`config.mk`:
```
export PLATFORM = sky130hd
export DESIGN_NAME = soundex_phonetic_encoder
export DESIGN_NICKNAME = d
export VERILOG_FILES = /design/src/hdl/sndx_pkg.sv /design/src/hdl/sndx_step.sv /design/src/hdl/soundex_phonetic_encoder.sv
export SDC_FILE = /design/constraint.sdc
export NUM_CORES = 1
export LEC_CHECK = 0
export ABC_AREA = 1
export CELL_PAD_IN_SITES_DETAIL_PLACEMENT = 0
export CELL_PAD_IN_SITES_GLOBAL_PLACEMENT = 1
export CORE_AREA = 4 4 92 94
export DETAILED_ROUTE_END_ITERATION = 6
export DIE_AREA = 0 0 96 98
export DONT_BUFFER_PORTS = 1
export MAX_ROUTING_LAYER = met4
export PLACE_DENSITY = 0.84
export SETUP_SLACK_MARGIN = 0.05
export SKIP_CTS_REPAIR_TIMING = 1
export SLEW_MARGIN = 20
export SYNTH_ARGS = -nofsm -noshare
export SYNTH_HDL_FRONTEND = slang
export SYNTH_SLANG_ARGS = --single-unit
```
`constraint.sdc`:
```
create_clock -name clk -period 10 [get_ports clk]
set_input_delay 1 -clock clk [delete_from_list [all_inputs] [get_ports clk]]
set_output_delay 1 -clock clk [all_outputs]
set_load 0.01 [all_outputs]
```
`src/hdl/sndx_pkg.sv`:
```
// Shared types, character constants and the soundex letter table.
`timescale 1ns / 1ps

package sndx_pkg;

    localparam int unsigned ResSlots = 3;

    // phase codes
    localparam logic [1:0] PH_FIRST = 2'd0;
    localparam logic [1:0] PH_HELD  = 2'd1;
    localparam logic [1:0] PH_BODY  = 2'd2;

    localparam logic [7:0] CH_NUL    = 8'h00;
    localparam logic [7:0] CH_P      = 8'h70;
    localparam logic [7:0] CH_UP_P   = 8'h50;
    localparam logic [7:0] CH_H      = 8'h68;
    localparam logic [7:0] CH_UP_H   = 8'h48;
    localparam logic [7:0] CH_F      = 8'h66;
    localparam logic [7:0] CH_ONE    = 8'h31;
    localparam logic [7:0] CH_ZERO   = 8'h30;
    localparam logic [7:0] CH_LOW_A  = 8'd97;
    localparam logic [7:0] CH_LOW_Z  = 8'd122;

    typedef struct packed {
        logic [1:0] phase;
        logic [7:0] held_first;
        logic       pending_p;
        logic [7:0] last_emitted;
    } sndx_state_t;

    typedef struct packed {
        logic [1:0]                   cnt;
        logic [ResSlots-1:0][7:0]     chars;
        logic [ResSlots-1:0]          lasts;
    } sndx_res_t;

    // Soundex digit of a byte; '0' for vowels and for anything outside a..z.
    function automatic logic [7:0] code_of(input logic [7:0] c);
        logic [7:0] k;
        k = CH_ZERO;
        if (c >= CH_LOW_A && c <= CH_LOW_Z) begin
            case (c)
                8'h62, 8'h66, 8'h70, 8'h76: k = 8'h31;                   // b f p v
                8'h63, 8'h67, 8'h6a, 8'h6b,
                8'h71, 8'h73, 8'h78, 8'h7a: k = 8'h32;                   // c g j k q s x z
                8'h64, 8'h74:               k = 8'h33;                   // d t
                8'h6c:                      k = 8'h34;                   // l
                8'h6d, 8'h6e:               k = 8'h35;                   // m n
                8'h72:                      k = 8'h36;                   // r
                default:                    k = CH_ZERO;
            endcase
        end
        return k;
    endfunction

endpackage

```
`src/hdl/sndx_step.sv`:
```
// Combinational next-state and result list for one input byte.
`timescale 1ns / 1ps

module sndx_step
    import sndx_pkg::*;
(
    input  logic [7:0]  char_in,
    input  logic        word_end,
    input  sndx_state_t cur,
    output sndx_state_t nxt,
    output sndx_res_t   res
);

    always_comb
    begin
        logic [1:0] n;
        logic [7:0] le;
        logic [7:0] k;
        logic       done;
        sndx_state_t s;

        n    = 2'd0;
        le   = cur.last_emitted;
        s    = cur;
        done = 1'b0;
        k    = CH_ZERO;
        res  = '0;

        if (cur.phase == PH_FIRST) begin
            if (char_in == CH_P || char_in == CH_UP_P) begin
                s.held_first = char_in;
                s.phase      = PH_HELD;
            end else begin
                res.chars[n] = char_in; n = n + 2'd1; le = char_in;
                s.phase      = PH_BODY;
            end
            done = 1'b1;
        end else if (cur.phase == PH_HELD) begin
            s.phase = PH_BODY;
            if (char_in == CH_H || char_in == CH_UP_H) begin
                res.chars[n] = CH_F; n = n + 2'd1; le = CH_F;
                done = 1'b1;
            end else begin
                res.chars[n] = cur.held_first; n = n + 2'd1; le = cur.held_first;
            end
        end

        // body byte handling (also reached from held phase on a non-h follower)
        if (!done) begin
            if (s.pending_p) begin
                s.pending_p = 1'b0;
                if (char_in == CH_H) begin
                    res.chars[n] = CH_ONE; n = n + 2'd1; le = CH_ONE;
                    done = 1'b1;
                end else begin
                    k = code_of(CH_P);
                    if (k != CH_ZERO && k != le) begin
                        res.chars[n] = k; n = n + 2'd1; le = k;
                    end
                end
            end
            if (!done) begin
                if (char_in == CH_P) begin
                    s.pending_p = 1'b1;
                end else begin
                    k = code_of(char_in);
                    if (k != CH_ZERO && k != le) begin
                        res.chars[n] = k; n = n + 2'd1; le = k;
                    end
                end
            end
        end

        s.last_emitted = le;

        if (word_end) begin
            if (s.phase == PH_HELD) begin
                res.chars[n] = s.held_first; n = n + 2'd1; le = s.held_first;
            end
            if (s.pending_p) begin
                k = code_of(CH_P);
                if (k != CH_ZERO && k != le) begin
                    res.chars[n] = k; n = n + 2'd1;
                end
            end
            res.chars[n] = CH_NUL;
            res.lasts[n] = 1'b1;
            n = n + 2'd1;
            s = '0;
        end

        res.cnt = n;
        nxt     = s;
    end

endmodule

```
`src/hdl/soundex_phonetic_encoder.sv`:
```
// Top level: streaming soundex-style encoder with a three-entry result buffer.
`timescale 1ns / 1ps

// Takes one byte of a word per input transfer (word_end on the last byte) and
// returns the code as a stream of bytes, ending with a NUL result that has
// code_last set. The first result is the first byte copied, or 'f' when the
// word opens with "ph" in any case; later bytes map through the soundex table
// with zero codes and repeats dropped, and a lowercase "ph" in the body gives
// '1'. Rate: each input byte is coded in the cycle it is taken and its zero to
// three results land in a result buffer together; the buffer drains one result
// per cycle while out_ready is high. An input is taken whenever at most one
// result is queued and that one leaves in the same cycle, so with out_ready
// high, bytes with zero or one result flow at one per cycle; a byte giving
// more holds the input while the buffer drains. Results leave straight from
// registers: out_valid, code_char and code_last have no path from out_ready,
// while in_ready follows out_ready combinationally when one result is queued.

module soundex_phonetic_encoder
    import sndx_pkg::*;
(
    input  logic       clk,
    input  logic       rst_n,
    input  logic       in_valid,
    output logic       in_ready,
    input  logic [7:0] char_in,
    input  logic       word_end,
    output logic       out_valid,
    input  logic       out_ready,
    output logic [7:0] code_char,
    output logic       code_last
);

    // encoder state, updated on every input transfer
    sndx_state_t st_reg;
    sndx_state_t st_next;
    sndx_res_t   step_res;

    // result buffer: loaded whole on an input transfer, drained from the head
    logic [7:0] q_char_reg [ResSlots];
    logic       q_last_reg [ResSlots];
    logic [1:0] q_cnt_reg;
    logic [1:0] q_head_reg;

    logic in_xfer;
    logic out_xfer;

    sndx_step u_step (
        .char_in  (char_in),
        .word_end (word_end),
        .cur      (st_reg),
        .nxt      (st_next),
        .res      (step_res)
    );

    assign out_valid = (q_cnt_reg != 2'd0);
    assign code_char = q_char_reg[q_head_reg];
    assign code_last = q_last_reg[q_head_reg];
    assign out_xfer  = out_valid && out_ready;

    // ready when the buffer is empty or its last entry goes out this cycle
    assign in_ready  = (q_cnt_reg == 2'd0) || (q_cnt_reg == 2'd1 && out_ready);
    assign in_xfer   = in_valid && in_ready;

    always_ff @(posedge clk or negedge rst_n)
    begin
        if (!rst_n) begin
            st_reg     <= '0;
            q_cnt_reg  <= 2'd0;
            q_head_reg <= 2'd0;
        end else if (in_xfer) begin
            st_reg     <= st_next;
            q_cnt_reg  <= step_res.cnt;
            q_head_reg <= 2'd0;
        end else if (out_xfer) begin
            q_cnt_reg  <= q_cnt_reg - 2'd1;
            q_head_reg <= q_head_reg + 2'd1;
        end
    end

    // payload, no reset
    always_ff @(posedge clk)
    begin
        if (in_xfer) begin
            for (int i = 0; i < ResSlots; i++) begin
                q_char_reg[i] <= step_res.chars[i];
                q_last_reg[i] <= step_res.lasts[i];
            end
        end
    end

endmodule

```
==> impl_metrics.toml, run 1 <==
[synthesis]
synth.avg_cell_area_sq_um = 7.24
yosys-top-cells-area = "edfxtp_1, dfrtp_1, nand2_1"
yosysTopAreaCell = "edfxtp_1"
ys_warn_count = 0
synth-seq-cells = 50
synth.distinct_cells = 45
synth_ff_type = "edfxtp_1"
async_flop_share_pct = 46.0
ys_seq_area_share_pct = 36.0
syn-cell-area_sq_um = 3850
netlist.area_leader.share_pct = 21.1
synthCells = 532
synth_edf_count = 27

[critical_path]
r2r-end = "q_char_reg[1][1]"
r2r_start = "st_reg[18]"
cp-end-kind = "register"
critPathLaunchType = "input port"
path_common_cell = "ha_1"
cp.arrival_ns = 5.40
worst-path-stages = 24
max_stage_delay_ns = 0.47
r2r_slack_ns = 4.82
reg2reg_depth = 24
crit_path_start = "char_in[2]"
crit_family = "adder cells"
cp_cell_sequence = "nor2_4, nand2_2, nor2_8, nand2_2, nand2_2, nand2_1, nand3_1, nand4_1, nor4_1, inv_1, ha_1, o211ai_1, o21ai_0, ha_1, o21ai_1, nand2_1, ha_1, o21ai_2, inv_1, ha_1, o21ai_2, inv_2, ha_1, a2111oi_0"
worstPathRequired_ns = 10.07
crit_type = "in -> reg"
crit_slowest_cell = "a2111oi_0"
critPathMaxFanout = 8
critPathCapture = "q_char_reg[1][1]"
critPathBufInv = 3

[drt]
drtIter0Drc = 203
wirelength_um = 10000
ant_nets = 0
vias_per_cell = 5.42
dr.pass1.iters = 5
dr_total_vias = 3451
drcViolationCount = 0
routedWlPerCell_um = 15.7

[layout]
syn_to_final_growth_pct = 5.10
multiInputGateArea_sq_um = 2050
nFillCells = 820
fin_nets = 564
diodes = 0
layout.cells.non_filler = 637
ff_latch_area_sq_um = 1390
drive_gt1_share_pct = 13.3
largest_reg_flops = 24

[grt]
antenna_found_initial = 0
grt_overflow = 0
grt.total_usage_pct = 22.7
grt_max_degree = 34
grt_pass1_vias = 3231
use_met2_pct = 38.4
use_met3_pct = 3.08
grt_pass1_wl_um = 16100
grt.busiest_layer = "met2"
grtUsageMet1_pct = 28.0

[clock_tree]
cts_sinks = 50
cts_max_level = 2
cts_tree = "built"
clk_latency_ns = 0.31
cts.path.max_buffers = 2
cts_root_buffer = "clkbuf_8"
numCtsBuffers = 5
clk_pin_slew_ns = 0.10

[floorplanning]
initial_utilization_pct = 50.4
rows = 32
dieWidth_um = 96
io_pins = 24
dieHeight_um = 98
core_area_sq_um = 7650
die-area_sq_um = 9410

[placement]
place_inst = 629
dp_hpwl_um = 8050
globalplace.congestion = 0.922
io_buffers = 0

[power_and_ir_drop]
seqPwrFrac_pct = 29.9
comb_power_share_pct = 57.3
clockPowerShare_pct = 12.7
vdd_drop_max_v = 0.0000923
powerDensity_nw_per_um2 = 265
switching_share_pct = 49.5
p_leak_nw = 1.96
p_sw_mw = 0.531
p_int_mw = 0.542

[sta]
max_clock_freq_mhz = 188
rsz0062_at_grt = "false"
hold_violations = 0
relSlewSlack_pct = 58.9
fin_tns_setup_ns = 0
setup_viol = 0
finalCritPeriodShare_pct = 53.3
worstMarginPinSlew_ns = 0.613
skew_ns = 0.0225
slew_violations = 0
period_minus_slack_ns = 5.33

[job]
max_cap_violations = 0

[run_status]
status = "finished, final reports clean"

[hold_path]
min_path_type = "in -> async"
-- logic make-up after synthesis --
group | synth area share, %
other | 0.0974
AO/OA/AOI/OAI | 14.7
adder cells (fa/ha/maj) | 5.52
buffers and inverters | 11.0
AND/OR/NAND/NOR | 32.7
flip-flops | 36.0
-- power by group through the flow --
| stage | logic (mW) | clock network, mW | registers (mW) |
|---|---|---|---|
| 3_3_place_gp | 0.605 | 0 | 0.324 |
| 3_5_place_dp | 0.614 | 0 | 0.325 |
| 4_1_cts | 0.615 | 0.138 | 0.321 |
| 5_1_grt | 0.691 | 0.149 | 0.327 |
| 6_report | 0.615 | 0.137 | 0.321 |
| 2_1_floorplan | 0.494 | 0 | 0.308 |
-- synthesized netlist by cell type, types with 2 or more instances --
library cell and count:
a211oi_1 2, a21oi_1 40, a21oi_2 3, a31oi_1 2
buf_6 3, clkbuf_1 5, clkinv_1 3, dfrtp_1 23
edfxtp_1 27, ha_1 17, inv_1 80, inv_2 15
nand2_1 129, nand2_2 10, nand2_4 2, nand3_1 26
nand3_2 6, nand4_1 6, nand4_2 3, nor2_1 56
nor2_2 11, nor2_4 5, nor3_1 4, o21ai_0 16
o21ai_1 6, o21ai_2 2, o22ai_1 10, o32ai_1 3
-- layer usage --
| layer | vias up | part of all wire (%) |
|---|---|---|
| li1 | 1721 | - |
| met3 | 22 | 5.6 |
| met4 | 0 | 2.2 |
| met5 | - | 0 |
| met2 | 123 | 50 |
| met1 | 1585 | 42 |
-- cell type report --
type                    instances  share of cell area (%)
clock buffers                   6                    2.32
clock inverters                 2                   0.340
inverters                      98                    9.09
multi-input cells             378                    50.7
flip-flops and latches         50                    34.3
well taps                     102                    3.15
repair buffers                  1                   0.185
-- worst min path at each step --
| stage | start | to | cells past startpoint |
|---|---|---|---|
| final | rst_n | st_reg[6] | 0 |
| after global routing | rst_n | q_head_reg[1] | 0 |
| after CTS | rst_n | st_reg[6] | 0 |
| after detailed placement | st_reg[16] | st_reg[16] | 2 |
| after global placement | st_reg[9] | st_reg[9] | 2 |
| after floorplan | st_reg[9] | st_reg[9] | 2 |
-- worst reg2reg max path: stages (launching register included) --
cell,delay (ns)
dfrtp_1,0.45
inv_2,0.20
nand2_4,0.12
inv_2,0.20
nand2_2,0.10
nand2_2,0.14
nand2_1,0.09
nand3_1,0.12
nand4_1,0.12
nor4_1,0.19
inv_1,0.09
ha_1,0.28
o211ai_1,0.18
o21ai_0,0.22
ha_1,0.35
o21ai_1,0.13
nand2_1,0.13
ha_1,0.32
o21ai_2,0.18
inv_1,0.08
ha_1,0.29
o21ai_2,0.20
inv_2,0.07
ha_1,0.23
a2111oi_0,0.47
-- metrics by stage --
stage	utilization (%)	total power [mW]	area [sq um]	hold slack, ns	setup WS, ns
floorplan	-	0.802	3860	0.460	4.86
global placement	51.5	0.929	3940	0.485	4.63
detailed placement	51.5	0.939	3940	0.501	4.38
CTS	52.9	1.07	4050	0.362	4.71
global route	52.9	1.17	4050	0.348	4.28
finish	52.9	1.07	4050	0.372	4.67
-- layout by cell type (no fill, tap or decap), types with 2 or more instances in the layout --
cell / Yosys / final
nor2_1: 56 / 56
a21oi_2: 3 / 3
nand3_1: 26 / 26
nand4_1: 6 / 6
inv_1: 80 / 80
conb_1: 1 / 4
nor2_2: 11 / 11
a21oi_1: 40 / 40
nor3_1: 4 / 4
nand2_1: 129 / 129
o22ai_1: 10 / 10
a31oi_1: 2 / 2
nand2_2: 10 / 10
a211oi_1: 2 / 2
o21ai_0: 16 / 16
o21ai_1: 6 / 6
dfrtp_1: 23 / 23
o21ai_2: 2 / 2
edfxtp_1: 27 / 27
clkbuf_8: 0 / 5
inv_2: 15 / 15
nand4_2: 3 / 3
o32ai_1: 3 / 3
nand2_4: 2 / 2
nor2_4: 5 / 5
clkinv_1: 3 / 3
nand3_2: 6 / 6
ha_1: 17 / 17
(Power assumes the default switching activity.)
==> run 2, diff against run 1 <==
--- a/config.mk
+++ b/config.mk
@@ -8,12 +8,12 @@
 export ABC_AREA = 1
 export CELL_PAD_IN_SITES_DETAIL_PLACEMENT = 0
 export CELL_PAD_IN_SITES_GLOBAL_PLACEMENT = 1
-export CORE_AREA = 4 4 92 94
+export CORE_AREA = 4 4 96 98
 export DETAILED_ROUTE_END_ITERATION = 6
-export DIE_AREA = 0 0 96 98
+export DIE_AREA = 0 0 100 102
 export DONT_BUFFER_PORTS = 1
 export MAX_ROUTING_LAYER = met4
-export PLACE_DENSITY = 0.84
+export PLACE_DENSITY = 0.77
 export SETUP_SLACK_MARGIN = 0.05
 export SKIP_CTS_REPAIR_TIMING = 1
 export SLEW_MARGIN = 20
==> constraint.sdc (replaced) <==
create_clock -name clk -period 5.3 [get_ports clk]
set_input_delay 0.53 -clock clk [delete_from_list [all_inputs] [get_ports clk]]
set_output_delay 0.53 -clock clk [all_outputs]
set_load 0.01 [all_outputs]
==> impl_metrics.toml, run 2 (synthesized netlist as in run 1, its figures left out) <==
[critical_path]
crit_type = "reg -> reg"
cp_cell_sequence = "inv_4, nand2_4, inv_4, nand2_2, nand2_2, nand2_1, nand3_1, nand4_1, nor4_1, inv_1, ha_1, o211ai_1, o21ai_2, ha_1, o21ai_1, nand2_1, ha_1, o21ai_2, inv_1, ha_1, o21ai_2, inv_2, ha_1, a2111oi_2"
critPathMaxFanout = 11
critPathLaunchType = "register"
max_stage_delay_ns = 0.46
reg2reg_depth = 24
cp.arrival_ns = 5.00
worstPathRequired_ns = 5.42
path_common_cell = "ha_1"
crit_slowest_cell = "dfrtp_2"
cp-end-kind = "register"

[sta]
period_minus_slack_ns = 4.88
slew_violations = 0
setup_viol = 0
finalCritPeriodShare_pct = 92.0
finalWorstSetupSlack_ns = 0.422
fin_tns_setup_ns = 0
skew_ns = 0.0123
whs_ns = 0.392
hold_violations = 0
rsz0062_at_grt = "false"
max_clock_freq_mhz = 205

[layout]
drive_gt1_share_pct = 14.1
fin_nets = 567
ff_latch_area_sq_um = 1390
multiInputGateArea_sq_um = 2060
stdcell_area_sq_um = 4120
layout.cells.non_filler = 646
syn_to_final_growth_pct = 6.92
finish.utilization_pct = 48.6
diodes = 0
final_cell_mix = "nand2_1, inv_1, nor2_1"
largest_reg_flops = 24
final_common_cell = "nand2_1"
nFillCells = 869

[drt]
routedWlPerCell_um = 16.0
drtIter0Drc = 188
vias_per_cell = 5.30
ant_nets = 0
dr.pass1.iters = 4
wirelength_um = 10300
dr_total_vias = 3422
drcViolationCount = 0

[power_and_ir_drop]
comb_power_share_pct = 57.6
p_sw_mw = 1.04
seqPwrFrac_pct = 29.4
p_total_mw = 2.08
vdd_drop_max_v = 0.000181
p_leak_nw = 1.98
p_int_mw = 1.05
switching_share_pct = 49.7
clockPowerShare_pct = 13.0
powerDensity_nw_per_um2 = 506

[clock_tree]
clk_latency_ns = 0.31
cts_tree = "built"
clk_pin_slew_ns = 0.10
numCtsBuffers = 5
cts_sinks = 50
cts.path.max_buffers = 2
cts_max_level = 2
cts_root_buffer = "clkbuf_8"

[grt]
grt_overflow = 0
grt_pass1_vias = 3367
antenna_found_initial = 0
grt_pass1_wl_um = 17200
grt_max_degree = 40
grt.total_usage_pct = 22.2

[placement]
dp_hpwl_um = 8270
placed_area_sq_um = 3960
dpl_worst_slack_ns = 0.168
globalplace.congestion = 0.977
io_buffers = 0
place_inst = 636

[hold_path]
min_path_type = "in -> reg"
holdPathStages = 2

[floorplanning]
die-area_sq_um = 10200
io_pins = 24
dieWidth_um = 100
rows = 34
initial_utilization_pct = 45.5
core_area_sq_um = 8470
dieHeight_um = 102

[run_status]
status = "finished, final reports clean"

[job]
max_cap_violations = 0
run 2: changes by cell type in the layout (fill, tap and decap cells not counted), sizes merged:
cell / before / now
buf: 1 / 3
clkbuf: 6 / 7
clkinv: 4 / 3
dlygate4sd3: 0 / 1
run 2: path summary, 6_finish.rpt:
kind | from | end | slack [ns]
worst max register to register | st_reg[18] | q_char_reg[1][1] | 0.42
worst min register to register | st_reg[16] | st_reg[16] | 0.53
max in group asynchronous | rst_n | st_reg[8] | 4.52
min in group asynchronous | rst_n | st_reg[12] | 0.63
worst min-delay path | word_end | q_last_reg[2] | 0.39
worst max-delay path | st_reg[18] | q_char_reg[1][1] | 0.42
run 2: metal layers:
metal	GRT usage (%)	part of all wire, %	vias up
met5	-	0	-
met4	5.70	2.5	0
met3	3.62	4.2	23
met2	39.5	51	82
met1	26.1	43	1593
li1	-	-	1724
run 2: layout make-up:
class | count | share of cell area (%)
Tap cell | 108 | 3.28
Sequential cell | 50 | 33.7
Timing Repair Buffer | 4 | 1.09
Clock inverter | 1 | 0.213
Multi-Input combinational cell | 378 | 50.0
Inverter | 98 | 9.06
Clock buffer | 7 | 2.61
run 2: power groups by stage:
stage	clock [mW]	combinational (mW)	sequential (mW)
6_report	0.271	1.20	0.612
2_1_floorplan	0	0.931	0.582
3_3_place_gp	0	1.17	0.616
4_1_cts	0.281	1.19	0.611
3_5_place_dp	0	1.18	0.620
5_1_grt	0.295	1.35	0.624
run 2: worst max-delay path, delay by kind of cell, from the launching register on:
kind                       cells  cell delay (ns)
and+or+nand+nor                8             1.04
adders and majority gates      5             1.46
buffers and inverters          5             0.50
DFF                            1             0.46
AOI/OAI and AO/OA              6             1.23
